`src/rtl/wfs_pkg.sv`:
```
// ============================================================================
// wfs_pkg : shared types and constants
// Types and fixed constants for the winnowing fingerprint stream unit.
// ============================================================================
package wfs_pkg;

    // field widths
    localparam int CHAR_W       = 8;
    localparam int HASH_W       = 64;
    localparam int KEPT_W       = 6;
    localparam int KGRAM_REG_W  = 6;
    localparam int WINDOW_REG_W = 5;

    // configuration port
    localparam int CFG_IDX_W  = 1;
    localparam int CFG_DATA_W = 6;
    localparam logic [CFG_IDX_W-1:0] REG_KGRAM  = 1'd0;
    localparam logic [CFG_IDX_W-1:0] REG_WINDOW = 1'd1;

    // register reset values
    localparam int KGRAM_RESET  = 10;
    localparam int WINDOW_RESET = 5;

    // hash base 31 is (1 << 5) - 1
    localparam int BASE_SHIFT = 5;

    // kept byte counter saturates here
    localparam logic [KEPT_W-1:0] KEPT_SAT = 6'd63;

    // character codes
    localparam logic [CHAR_W-1:0] CH_TAB      = 8'd9;
    localparam logic [CHAR_W-1:0] CH_CR       = 8'd13;
    localparam logic [CHAR_W-1:0] CH_SPACE    = 8'd32;
    localparam logic [CHAR_W-1:0] CH_UPPER_A  = 8'd65;
    localparam logic [CHAR_W-1:0] CH_UPPER_Z  = 8'd90;
    localparam logic [CHAR_W-1:0] CASE_OFFSET = 8'd32;

    // depth of the queue between front and back
    localparam int QUEUE_DEPTH = 2;

    // classified item travelling from front to back
    typedef struct packed {
        logic              kept;
        logic [CHAR_W-1:0] ch;
        logic              eot;
    } t_item;

    // result tag travelling alongside the window minimum
    typedef struct packed {
        logic vld;
        logic eot;
    } t_tag;

endpackage

```
`src/rtl/wfs_if.sv`:
```
// ============================================================================
// wfs_if : channel interfaces
// Valid/ready channels for text bytes, fingerprints and register writes.
// ============================================================================

// text byte channel
interface wfs_in_if;
    logic                        valid;
    logic                        ready;
    logic [wfs_pkg::CHAR_W-1:0]  char_in;
    logic                        end_of_text;

    modport source (output valid, output char_in, output end_of_text, input ready);
    modport sink   (input valid, input char_in, input end_of_text, output ready);
endinterface


```
`src/rtl/wfs_front.sv`:
```
// ============================================================================
// wfs_front : byte classifier
// Drops whitespace, lowercases letters and pushes kept bytes, and dropped bytes that end a text, into the queue.
// ============================================================================
module wfs_front (
    wfs_in_if.sink           i_in,
    input  logic             i_busy,
    input  logic             i_full,
    output logic             o_push,
    output wfs_pkg::t_item   o_item
);

    logic                        blank;
    logic [wfs_pkg::CHAR_W-1:0]  ch_low;

    // whitespace and case folding
    always_comb begin
        blank  = i_in.char_in inside {wfs_pkg::CH_SPACE, [wfs_pkg::CH_TAB:wfs_pkg::CH_CR]};
        ch_low = i_in.char_in;
        if (i_in.char_in inside {[wfs_pkg::CH_UPPER_A:wfs_pkg::CH_UPPER_Z]}) begin
            ch_low = i_in.char_in + wfs_pkg::CASE_OFFSET;
        end
    end

    // handshake: a dropped byte only travels on when it ends a text
    assign i_in.ready  = !i_busy && !i_full;
    assign o_push      = i_in.valid && i_in.ready && (!blank || i_in.end_of_text);
    assign o_item.kept = !blank;
    assign o_item.ch   = ch_low;
    assign o_item.eot  = i_in.end_of_text;

endmodule

```
`src/flat_wrapper.sv`:
```
// flat-port wrapper written by rule: the top's interface ports become plain ports
module wfs_front_flat 
  (i_busy, i_full, o_push, o_item, i_in_valid, i_in_char_in, i_in_end_of_text, i_in_ready);
  wfs_in_if i_in_i ();
  input  logic i_busy;
  input  logic i_full;
  output logic o_push;
  output wfs_pkg::t_item o_item;
  input wire logic [$bits(i_in_i.valid)-1:0] i_in_valid;
  input wire logic [$bits(i_in_i.char_in)-1:0] i_in_char_in;
  input wire logic [$bits(i_in_i.end_of_text)-1:0] i_in_end_of_text;
  output wire logic [$bits(i_in_i.ready)-1:0] i_in_ready;
  assign i_in_i.valid = i_in_valid;
  assign i_in_i.char_in = i_in_char_in;
  assign i_in_i.end_of_text = i_in_end_of_text;
  assign i_in_ready = i_in_i.ready;
  wfs_front u_core (.i_in(i_in_i), .i_busy(i_busy), .i_full(i_full), .o_push(o_push), .o_item(o_item));
endmodule
```
`config.mk`:
```
export PLATFORM = sky130hd
export DESIGN_NAME = wfs_front_flat
export DESIGN_NICKNAME = d
export VERILOG_FILES = /design/src/rtl/wfs_pkg.sv /design/src/rtl/wfs_if.sv /design/src/rtl/wfs_front.sv /design/src/flat_wrapper.sv
export SDC_FILE = /design/constraint.sdc
export NUM_CORES = 1
export LEC_CHECK = 0
export ABC_CLOCK_PERIOD_IN_PS = 900
export BUFFER_PORTS_ARGS = -buffer_cell sky130_fd_sc_hd__buf_4
export CORE_AREA = 2 2 39 41
export DETAILED_ROUTE_END_ITERATION = 8
export DIE_AREA = 0 0 41 43
export PLACE_DENSITY = 0.49
export SLEW_MARGIN = 5
export SYNTH_ARGS = -nofsm -noshare
export SYNTH_HDL_FRONTEND = slang
export SYNTH_SLANG_ARGS = --single-unit
```
`constraint.sdc`:
```
create_clock -name vclk -period 0.9
set_clock_uncertainty 0.1 [all_clocks]
set_input_delay 0.045 -clock vclk [all_inputs]
set_output_delay 0.045 -clock vclk [all_outputs]
set_load 0.02 [all_outputs]
```
Word-level counts from Yosys, hierarchy flattened
Index checks and enable logic that the tools add are counted.
- add/subtract/negate cells: 1
- magnitude comparators: 4
- eq/ne operators: 1
- multiplexer cells: 1
- reductions and logical operators: 10
- operator list (operator ; count):
    adder 8 x 6 -> 8 bit, second input constant ; 1
    == test 8 x 6 -> 1 bit, second input constant ; 1
    greater-or-equal comparator 8 x 4 -> 1 bit, second input constant ; 1
    greater-or-equal comparator 8 x 7 -> 1 bit, second input constant ; 1
    less-or-equal comparator 8 x 4 -> 1 bit, second input constant ; 1
    less-or-equal comparator 8 x 7 -> 1 bit, second input constant ; 1
    two-way mux 8 bit ; 1
    logical AND 1 bit ; 5
    zero test 1 bit ; 3
    nonzero test 2 bit ; 1
    logical OR 1 bit ; 1
- register bits: 0
- logic and storage cells: 17

Logic depth before layout (Yosys ltp)
Gate-level depths: netlist of run 1.
- depth after elaboration: 6
- gate-level depth with buffers: 3

Worst setup path before layout of run 1
OpenSTA, ideal clock, no wires.
- path kind: input to output
- from: input i_in_char_in[2]
- to: output o_push
- arrival: 970 ps
- data required time: 755 ps
- setup slack: -215 ps
- stages on the path: 3
- path through: or3_4 a31o_1 a41oi_2
- cells in the longest elaborated chain, start to end: 6
- elaborated cells between the ends (all ways): 8
- those cells by class: order compare (2); eq/ne (1); reduce/logical (5)
- RTL lines (item ; line ; text):
    from (decl) ; flat_wrapper.sv:10 ; input wire logic [$bits(i_in_i.char_in)-1:0] i_in_char_in;
    greater-or-equal comparator 8 x 4 -> 1 bit or less-or-equal comparator 8 x 4 -> 1 bit (tied branches) ; wfs_front.sv:18 ; blank = i_in.char_in inside {wfs_pkg::CH_SPACE, [wfs_pkg::CH_TAB:wfs_pkg::CH_CR]};
    logical AND 1 bit ; wfs_front.sv:18 ;
    nonzero test 2 bit (*) ; wfs_front.sv:18 ;
    zero test 1 bit (*) ; wfs_front.sv:27 ; assign o_push = i_in.valid && i_in.ready && (!blank || i_in.end_of_text);
    logical OR 1 bit (*) ; wfs_front.sv:27 ;
    logical AND 1 bit (*) ; wfs_front.sv:27 ;
    to (decl) ; flat_wrapper.sv:7 ; output logic o_push;
Mark *: on every way between the ends. The rest lies on a longest branch, timed or not.

Worst setup path in the final report of run 1
Same ends and word-level chain as after synthesis.

==> impl_metrics.py, run 1 <==
metrics = {
    "outcome": {
        "status": "complete, but fails checks",
        "violations": "negative setup slack",
    },
    "layout": {
        "multi_input_area_um2": 160,
        "antenna_cells": 0,
        "seqCellArea_um2": 0,
        "layout_common_cells": "26 x buf_4, 3 x buf_6, 2 x nand2_1, 2 x inv_1, 2 x nand3_1",
        "fillCellCount": 160,
        "design.seq.count": 0,
        "drive_above_1_share_pct": 70.6,
        "syn_to_final_growth_pct": 128,
        "nNetsFinal": 66,
        "final_common_cell": "buf_4",
        "n_clock_buffer": 0,
        "instances_no_fill": 67,
    },
    "clock_network": {
        "postCtsHoldBufs": 0,
    },
    "run": {
        "drv_cap": 0,
    },
    "floorplanning": {
        "die_area_um2": 1760,
        "die_h_um": 43,
        "row_count": 14,
        "die_x_um": 41,
        "num_io_pins": 24,
        "core_um2": 1380,
        "start_util_pct": 13.7,
    },
    "worst_setup_path": {
        "start_kind": "primary input",
        "slowest_delay_ns": 0.40,
        "crit_path_cell_trace": "buf_8, or3_4, a31o_1, a41oi_2, buf_4",
        "crit_type": "in -> out",
        "critical_path_required_ns": 0.75,
        "critPathSlowestCell": "or3_4",
        "startpoint": "i_in_char_in[2]",
        "end_kind": "primary output",
        "crit_path_max_fanout": 2,
        "critPathArrivalTime_ns": 1.03,
    },
    "global_routing": {
        "grt_usage_pct": 7.59,
        "antenna_found_initial": 0,
        "grt_pass1_vias": 253,
        "grt_first_pass_wirelength_um": 1010,
        "grt_start_max_net_pins": 6,
        "grt-ovfl-total": 0,
    },
    "pwr": {
        "p_seq_share_pct": 0,
        "power_density_nw_per_um2": 507,
        "pwr-share-clk_pct": 0,
        "p_comb_share_pct": 100.0,
        "p_leak_nw": 0.202,
        "switching_share_pct": 46.0,
        "peakVddDrop_v": 0.000153,
        "total_power_w": 0.000219,
        "p_int_w": 0.000118,
        "p_switching_w": 0.000101,
    },
    "routing": {
        "firstDrtPassIters": 4,
        "ant_nets": 0,
        "drt-total-wl_um": 612,
        "route.detailed.drc": 0,
        "routedWlPerCell_um": 9.13,
        "viasPerCell": 4.24,
        "drt_iter0_drc": 2,
        "routed-via-count": 284,
    },
    "synth": {
        "synth_cells": 27,
        "syn_area_per_cell_um2": 7.00,
        "synth.distinct_cells": 18,
        "ys_seq_area_share_pct": 0,
        "syn-cell-area_um2": 189,
        "yosys_warnings": 0,
        "synth_fp_nets": 40,
    },
    "place": {
        "dp.cells": 66,
        "io_buffers": 24,
        "gp_congestion": 0.709,
    },
    "timing": {
        "finalCritPeriodShare_pct": 130,
        "rsz0062_at_grt": "true",
        "final-hold-violation-count": 0,
        "fin_crit_ns": 1.17,
        "worst-slew-pin-transition_ns": 0.306,
        "drv_slew": 0,
        "fmax_ghz": 0.852,
        "setup-violations-final": 5,
        "setup_slack_ns": -0.274,
        "slew-limit-headroom_pct": 79.4,
    },
    "min_path": {
        "hold_depth": 2,
        "min_to": "o_item[0]",
        "hp-start": "i_in_end_of_text",
        "hold_class": "in -> out",
    },
}
-- synth_stat cells (all sizes together) --
master,count,area (um2)
nor2,1,3.75
o21bai,1,7.51
nor4b,1,8.76
or3,1,11.3
buf,6,45.0
inv,2,7.51
or2,1,6.26
nand2,2,7.51
o41a,1,11.3
a21oi,1,5.00
o21ai,2,10.0
a41oi,1,16.3
ha,1,12.5
nand2b,1,6.26
o22ai,1,6.26
a31o,1,8.76
nand3,2,10.0
nor3,1,5.00
-- repair_timing --
item / 4_1_cts / 5_1_grt
pin swaps: 4 / 0
endpoints found under the setup margin: 5 / 5
endpoints found under the hold margin: 0 / 0
buffers inserted: 1 / 0
resized for setup: 7 / 1
-- kinds of logic (layout without fill, tap and decap cells) --
family                     after synthesis  in the layout  synth area share [%]
buffers and inverters                    8             32                  27.8
adders and majority gates                1              1                  6.62
AOI/OAI and AO/OA                        8              8                  34.4
and+or+nand+nor                         10             10                  31.1
-- layout make-up --
type	instances	share of cell area (%)
Timing Repair Buffer	30	56.5
Multi-Input combinational cell	19	37.1
Tap cell	16	4.64
Inverter	2	1.74
-- power by group through the flow --
| stage | Sequential [W] | Combinational, W | Clock [W] |
|---|---|---|---|
| global placement | 0 | 0.000199 | 0 |
| global route | 0 | 0.000237 | 0 |
| finish | 0 | 0.000219 | 0 |
| floorplan | 0 | 0.0000997 | 0 |
| detailed placement | 0 | 0.000199 | 0 |
| CTS | 0 | 0.000219 | 0 |
-- per-stage QoR --
stage | setup TNS, ns | setup WS (ns) | instance area [um2] | util, % | hold slack (ns)
6_report | -1.07 | -0.274 | 432 | 31.2 | 0.197
3_3_place_gp | -1.21 | -0.281 | 388 | 28.0 | 0.198
4_1_cts | -1.12 | -0.280 | 425 | 30.7 | 0.199
5_1_grt | -1.28 | -0.306 | 432 | 31.2 | 0.205
2_1_floorplan | -0.230 | -0.115 | 195 | - | 0.0721
3_5_place_dp | -1.25 | -0.292 | 388 | 28.0 | 0.199
-- worst max path at each step --
stage	end	slack, ns	cells past startpoint
floorplan	o_push	-0.12	3
global placement	o_push	-0.28	5
detailed placement	o_push	-0.29	5
CTS	o_push	-0.28	5
global route	o_push	-0.31	5
finish	o_push	-0.27	5
-- layer usage --
layer,vias up,GRT usage [%],share of wire (%)
met5,-,0,0
met4,0,0,0
met3,0,0.524,15
met2,17,11.6,44
met1,123,12.0,41
li1,144,-,-
-- worst max-delay path: cells and delay by family --
kind | cells | cell delay (ns)
buffers and inverters | 2 | 0.25
AND/OR/NAND/NOR | 1 | 0.40
AO/OA/AOI/OAI | 2 | 0.33
(Power assumes the default switching activity.)
==> inputs of run 2 (changes only) <==
==> constraint.sdc (replaced) <==
create_clock -name vclk -period 0.9
set_clock_uncertainty 0.1 [all_clocks]
set_input_delay 0.18 -clock vclk [all_inputs]
set_output_delay 0.18 -clock vclk [all_outputs]
set_load 0.02 [all_outputs]
==> run 2 against run 1 <==
The flow still finishes with violations (negative setup slack). Wire length grew 11%. Combinational power grew 13%. Cell area grew 14%. First-iteration DRC count grew 100%. Flip-flop and latch count is the same. Final cell count grew 3.0%. Critical endpoint unchanged. Largest power group unchanged.
==> impl_metrics.py, run 2 (synthesis gave the netlist of run 1 again) <==
metrics = {
    "global_routing": {
        "grt_first_pass_wirelength_um": 1050,
        "grt_start_max_net_pins": 6,
        "grtUsageMet2_pct": 14.4,
        "grt_usage_pct": 7.79,
        "grt-ovfl-total": 0,
        "gr-usage-met3_pct": 0,
        "grtUsageMet1_pct": 10.1,
        "grt-busiest-layer": "met2",
        "grt_pass1_vias": 277,
        "antenna_found_initial": 0,
    },
    "place": {
        "gp_congestion": 0.715,
        "place_ws_ns": -0.569,
        "dp_hpwl_um": 517,
        "io_buffers": 24,
        "place_area_um2": 399,
    },
    "min_path": {
        "hold_class": "in -> out",
        "min_to": "o_item[0]",
        "hp-start": "i_in_end_of_text",
        "hold_depth": 2,
    },
    "routing": {
        "viasPerCell": 4.29,
        "drt_iter0_drc": 4,
        "routed-via-count": 296,
        "routedWlPerCell_um": 9.83,
        "route.detailed.drc": 0,
        "drt-total-wl_um": 678,
        "firstDrtPassIters": 3,
        "ant_nets": 0,
    },
    "layout": {
        "nNetsFinal": 68,
        "drive_above_1_share_pct": 77.4,
        "antenna_cells": 0,
        "layout_common_cells": "23 x buf_4, 8 x buf_6, 2 x nand2_1, 2 x inv_1, 2 x nand3_1",
        "final_common_cell": "buf_4",
        "final_cell_area_um2": 490,
        "n_clock_buffer": 0,
        "syn_to_final_growth_pct": 160,
        "seqCellArea_um2": 0,
        "design.seq.count": 0,
    },
    "pwr": {
        "p_leak_nw": 0.227,
        "peakVddDrop_v": 0.000148,
        "power_density_nw_per_um2": 503,
    },
    "floorplanning": {
        "die_x_um": 41,
        "die_h_um": 43,
        "num_io_pins": 24,
        "start_util_pct": 13.7,
        "die_area_um2": 1760,
        "core_um2": 1380,
        "row_count": 14,
    },
    "timing": {
        "final-hold-violation-count": 0,
        "fin_crit_ns": 1.45,
        "whs_ns": 0.469,
        "fin_setup_tns_ns": -2.40,
        "setup-violations-final": 6,
        "fmax_ghz": 0.691,
        "finalCritPeriodShare_pct": 161,
        "rsz0062_at_grt": "true",
        "worst-slew-pin-transition_ns": 0.320,
        "drv_slew": 0,
        "setup_slack_ns": -0.548,
        "slew-limit-headroom_pct": 78.4,
    },
    "worst_setup_path": {
        "crit_path_cell_trace": "buf_8, or3_4, a31o_1, a41oi_2, buf_4",
        "slowest_delay_ns": 0.39,
        "crit_type": "in -> out",
        "end_kind": "primary output",
        "crit_path_max_fanout": 3,
        "start_kind": "primary input",
        "path_buf_inv": 2,
        "critPathArrivalTime_ns": 1.17,
        "critPathSlowestCell": "or3_4",
        "path_delay_family": "simple AND/OR/NAND/NOR gates",
        "critical_path_required_ns": 0.62,
    },
    "outcome": {
        "status": "complete, but fails checks",
        "violations": "negative setup slack",
    },
    "run": {
        "drv_cap": 0,
    },
}
==> run 2: cell types whose count changed in the layout (fill, tap and decap cells not counted), sizes merged <==
cell  delta
buf      +2
==> run 2: per-stage QoR <==
| stage | std cells | utilization [%] | total power (W) |
|---|---|---|---|
| global route | 69 | 35.4 | 0.000267 |
| global placement | 67 | 28.8 | 0.000203 |
| floorplan | 27 | - | 0.000101 |
| finish | 69 | 35.4 | 0.000247 |
| detailed placement | 67 | 28.8 | 0.000204 |
| CTS | 68 | 31.7 | 0.000221 |
==> run 2: how the worst max path moves through the flow <==
| stage | startpoint | end | slack, ns | cells past startpoint |
|---|---|---|---|---|
| 6_report | i_in_char_in[2] | o_push | -0.55 | 5 |
| 5_1_grt | i_in_char_in[2] | o_push | -0.58 | 5 |
| 4_1_cts | i_in_char_in[1] | o_item[7] | -0.55 | 5 |
| 3_3_place_gp | i_in_char_in[2] | o_item[7] | -0.56 | 5 |
| 2_1_floorplan | i_in_char_in[2] | o_push | -0.39 | 3 |
| 3_5_place_dp | i_in_char_in[2] | o_item[7] | -0.57 | 5 |
==> run 2: layer usage <==
metal / up-vias / part of all wire (%)
li1: 147 / -
met2: 18 / 48
met4: 0 / 0
met1: 131 / 41
met5: - / 0
met3: 0 / 10
==> run 2: timing repair <==
action                                  CTS  global route
hold buffers                              0             0
endpoints found under the setup margin    6             6
pin swaps                                 0             4
setup buffers                             1             1
endpoints found under the hold margin     0             0
resized for setup                         8             9
==> run 2: final cells by class <==
cell class | instances | area, um2
repair buffers | 32 | 278
well taps | 16 | 20.0
multi-input cells | 19 | 185
fillers | 160 | 893
inverters | 2 | 7.51
==> run 2: report_power, final <==
| part | switching [W] | leakage [nW] | internal [W] | total, W |
|---|---|---|---|---|
| Sequential | 0 | 0 | 0 | 0 |
| Combinational | 0.000111 | 0.227 | 0.000135 | 0.000247 |
| Clock | 0 | 0 | 0 | 0 |
==> inputs of run 3 (changes only) <==
--- a/config.mk
+++ b/config.mk
@@ -7,10 +7,11 @@
 export LEC_CHECK = 0
 export ABC_CLOCK_PERIOD_IN_PS = 900
 export BUFFER_PORTS_ARGS = -buffer_cell sky130_fd_sc_hd__buf_4
+export CAP_MARGIN = 10
 export CORE_AREA = 2 2 39 41
 export DETAILED_ROUTE_END_ITERATION = 8
 export DIE_AREA = 0 0 41 43
-export PLACE_DENSITY = 0.49
+export PLACE_DENSITY = 0.5
 export SLEW_MARGIN = 5
 export SYNTH_ARGS = -nofsm -noshare
 export SYNTH_HDL_FRONTEND = slang
==> run 3 against run 2 <==
The run still ends with negative setup slack left. Hold slack worse by 0.0018 ns. Non-clock buffer count unchanged. Global-route usage down 1.1 points. Critical endpoint unchanged. Largest cell class unchanged. Largest power group unchanged.
==> impl_metrics.py, run 3 (synthesis gave the netlist of run 1 again) <==
metrics = {
    "place": {
        "place_ws_ns": -0.568,
        "io_buffers": 24,
        "gp_congestion": 0.707,
        "dp.cells": 68,
        "dp_hpwl_um": 538,
    },
    "floorplanning": {
        "die_h_um": 43,
        "core_um2": 1380,
        "row_count": 14,
        "die_x_um": 41,
        "die_area_um2": 1760,
        "num_io_pins": 24,
        "start_util_pct": 13.7,
    },
    "layout": {
        "antenna_cells": 0,
        "layout_common_cells": "26 x buf_4, 5 x buf_6, 2 x nand2_1, 2 x inv_1",
        "instances_no_fill": 69,
        "fillCellCount": 163,
        "seqCellArea_um2": 0,
        "final_util_pct": 33.8,
        "nNetsFinal": 68,
        "n_clock_buffer": 0,
        "design.seq.count": 0,
        "drive_above_1_share_pct": 79.2,
        "syn_to_final_growth_pct": 148,
        "final_common_cell": "buf_4",
    },
    "min_path": {
        "hp-start": "i_in_end_of_text",
        "hold_depth": 2,
        "hold_class": "in -> out",
        "min_to": "o_item[0]",
    },
    "routing": {
        "routedWlPerCell_um": 9.84,
        "routed-via-count": 297,
        "drt-total-wl_um": 679,
        "route.detailed.drc": 0,
        "drt_iter0_drc": 1,
        "firstDrtPassIters": 4,
        "ant_nets": 0,
        "viasPerCell": 4.30,
    },
    "timing": {
        "rsz0062_at_grt": "true",
        "worst-slew-pin-transition_ns": 0.379,
        "final-hold-violation-count": 0,
        "slew-limit-headroom_pct": 74.5,
        "setup_slack_ns": -0.548,
        "drv_slew": 0,
        "whs_ns": 0.467,
        "fmax_ghz": 0.690,
        "setup-violations-final": 5,
        "finalCritPeriodShare_pct": 161,
        "fin_crit_ns": 1.45,
    },
    "worst_setup_path": {
        "critPathSlowestCell": "or3_4",
        "crit_path_max_fanout": 3,
        "critical_path_required_ns": 0.62,
        "crit_type": "in -> out",
        "start_kind": "primary input",
        "slowest_delay_ns": 0.38,
        "critPathArrivalTime_ns": 1.17,
        "crit_path_cell_trace": "buf_8, or3_4, a31o_1, a41oi_2, buf_4",
        "end_kind": "primary output",
    },
    "pwr": {
        "p_leak_nw": 0.218,
        "total_power_w": 0.000232,
        "peakVddDrop_v": 0.000148,
        "power_density_nw_per_um2": 496,
    },
    "global_routing": {
        "grt_usage_pct": 6.69,
        "grt-ovfl-total": 0,
        "grt_first_pass_wirelength_um": 897,
        "grt_pass1_vias": 250,
        "grt_start_max_net_pins": 6,
        "antenna_found_initial": 0,
    },
    "outcome": {
        "violations": "negative setup slack",
        "status": "complete, but fails checks",
    },
    "run": {
        "drv_cap": 0,
    },
    "clock_network": {
        "postCtsHoldBufs": 0,
    },
}
-- run 3: area by class of cell --
class	count	area (um2)	area share (%)
Multi-Input combinational cell	19	174	37.2
Inverter	2	7.51	1.60
Tap cell	16	20.0	4.28
Timing Repair Buffer	32	267	57.0
-- run 3: timing repair --
item | CTS | global route
gates resized for setup | 6 | 7
setup buffers | 1 | 0
setup endpoints to repair | 6 | 6
-- run 3: worst max-delay path, delay by kind of cell --
family                 cells  cell delay, ns
buffers and inverters      2            0.26
AND/OR/NAND/NOR            1            0.38
AO/OA/AOI/OAI              2            0.34
-- run 3: how the worst max path moves through the flow --
| stage | depth (start not counted) | slack, ns | startpoint | end |
|---|---|---|---|---|
| after CTS | 5 | -0.54 | i_in_char_in[2] | o_item[7] |
| after global routing | 5 | -0.60 | i_in_char_in[2] | o_item[7] |
| after detailed placement | 5 | -0.57 | i_in_char_in[2] | o_item[7] |
| after global placement | 5 | -0.56 | i_in_char_in[2] | o_item[7] |
| final | 5 | -0.55 | i_in_char_in[2] | o_push |
| after floorplan | 3 | -0.39 | i_in_char_in[2] | o_push |
-- run 3: routing by layer --
layer / track usage (%) / routed length, um
met5: 0 / 0
met4: 0 / 0
met3: 0 / 91
met2: 13.1 / 317
met1: 7.91 / 270
-- run 3: where the power goes --
part,switching [W],internal (W)
combinational,0.000105,0.000127
sequential,0,0
clock,0,0
-- run 3: through the flow --
| step | setup TNS, ns | instance area (um2) |
|---|---|---|
| 2_1_floorplan | -1.61 | 199 |
| 3_3_place_gp | -2.67 | 407 |
| 3_5_place_dp | -2.71 | 407 |
| 4_1_cts | -2.57 | 437 |
| 5_1_grt | -2.70 | 468 |
| 6_report | -2.54 | 468 |
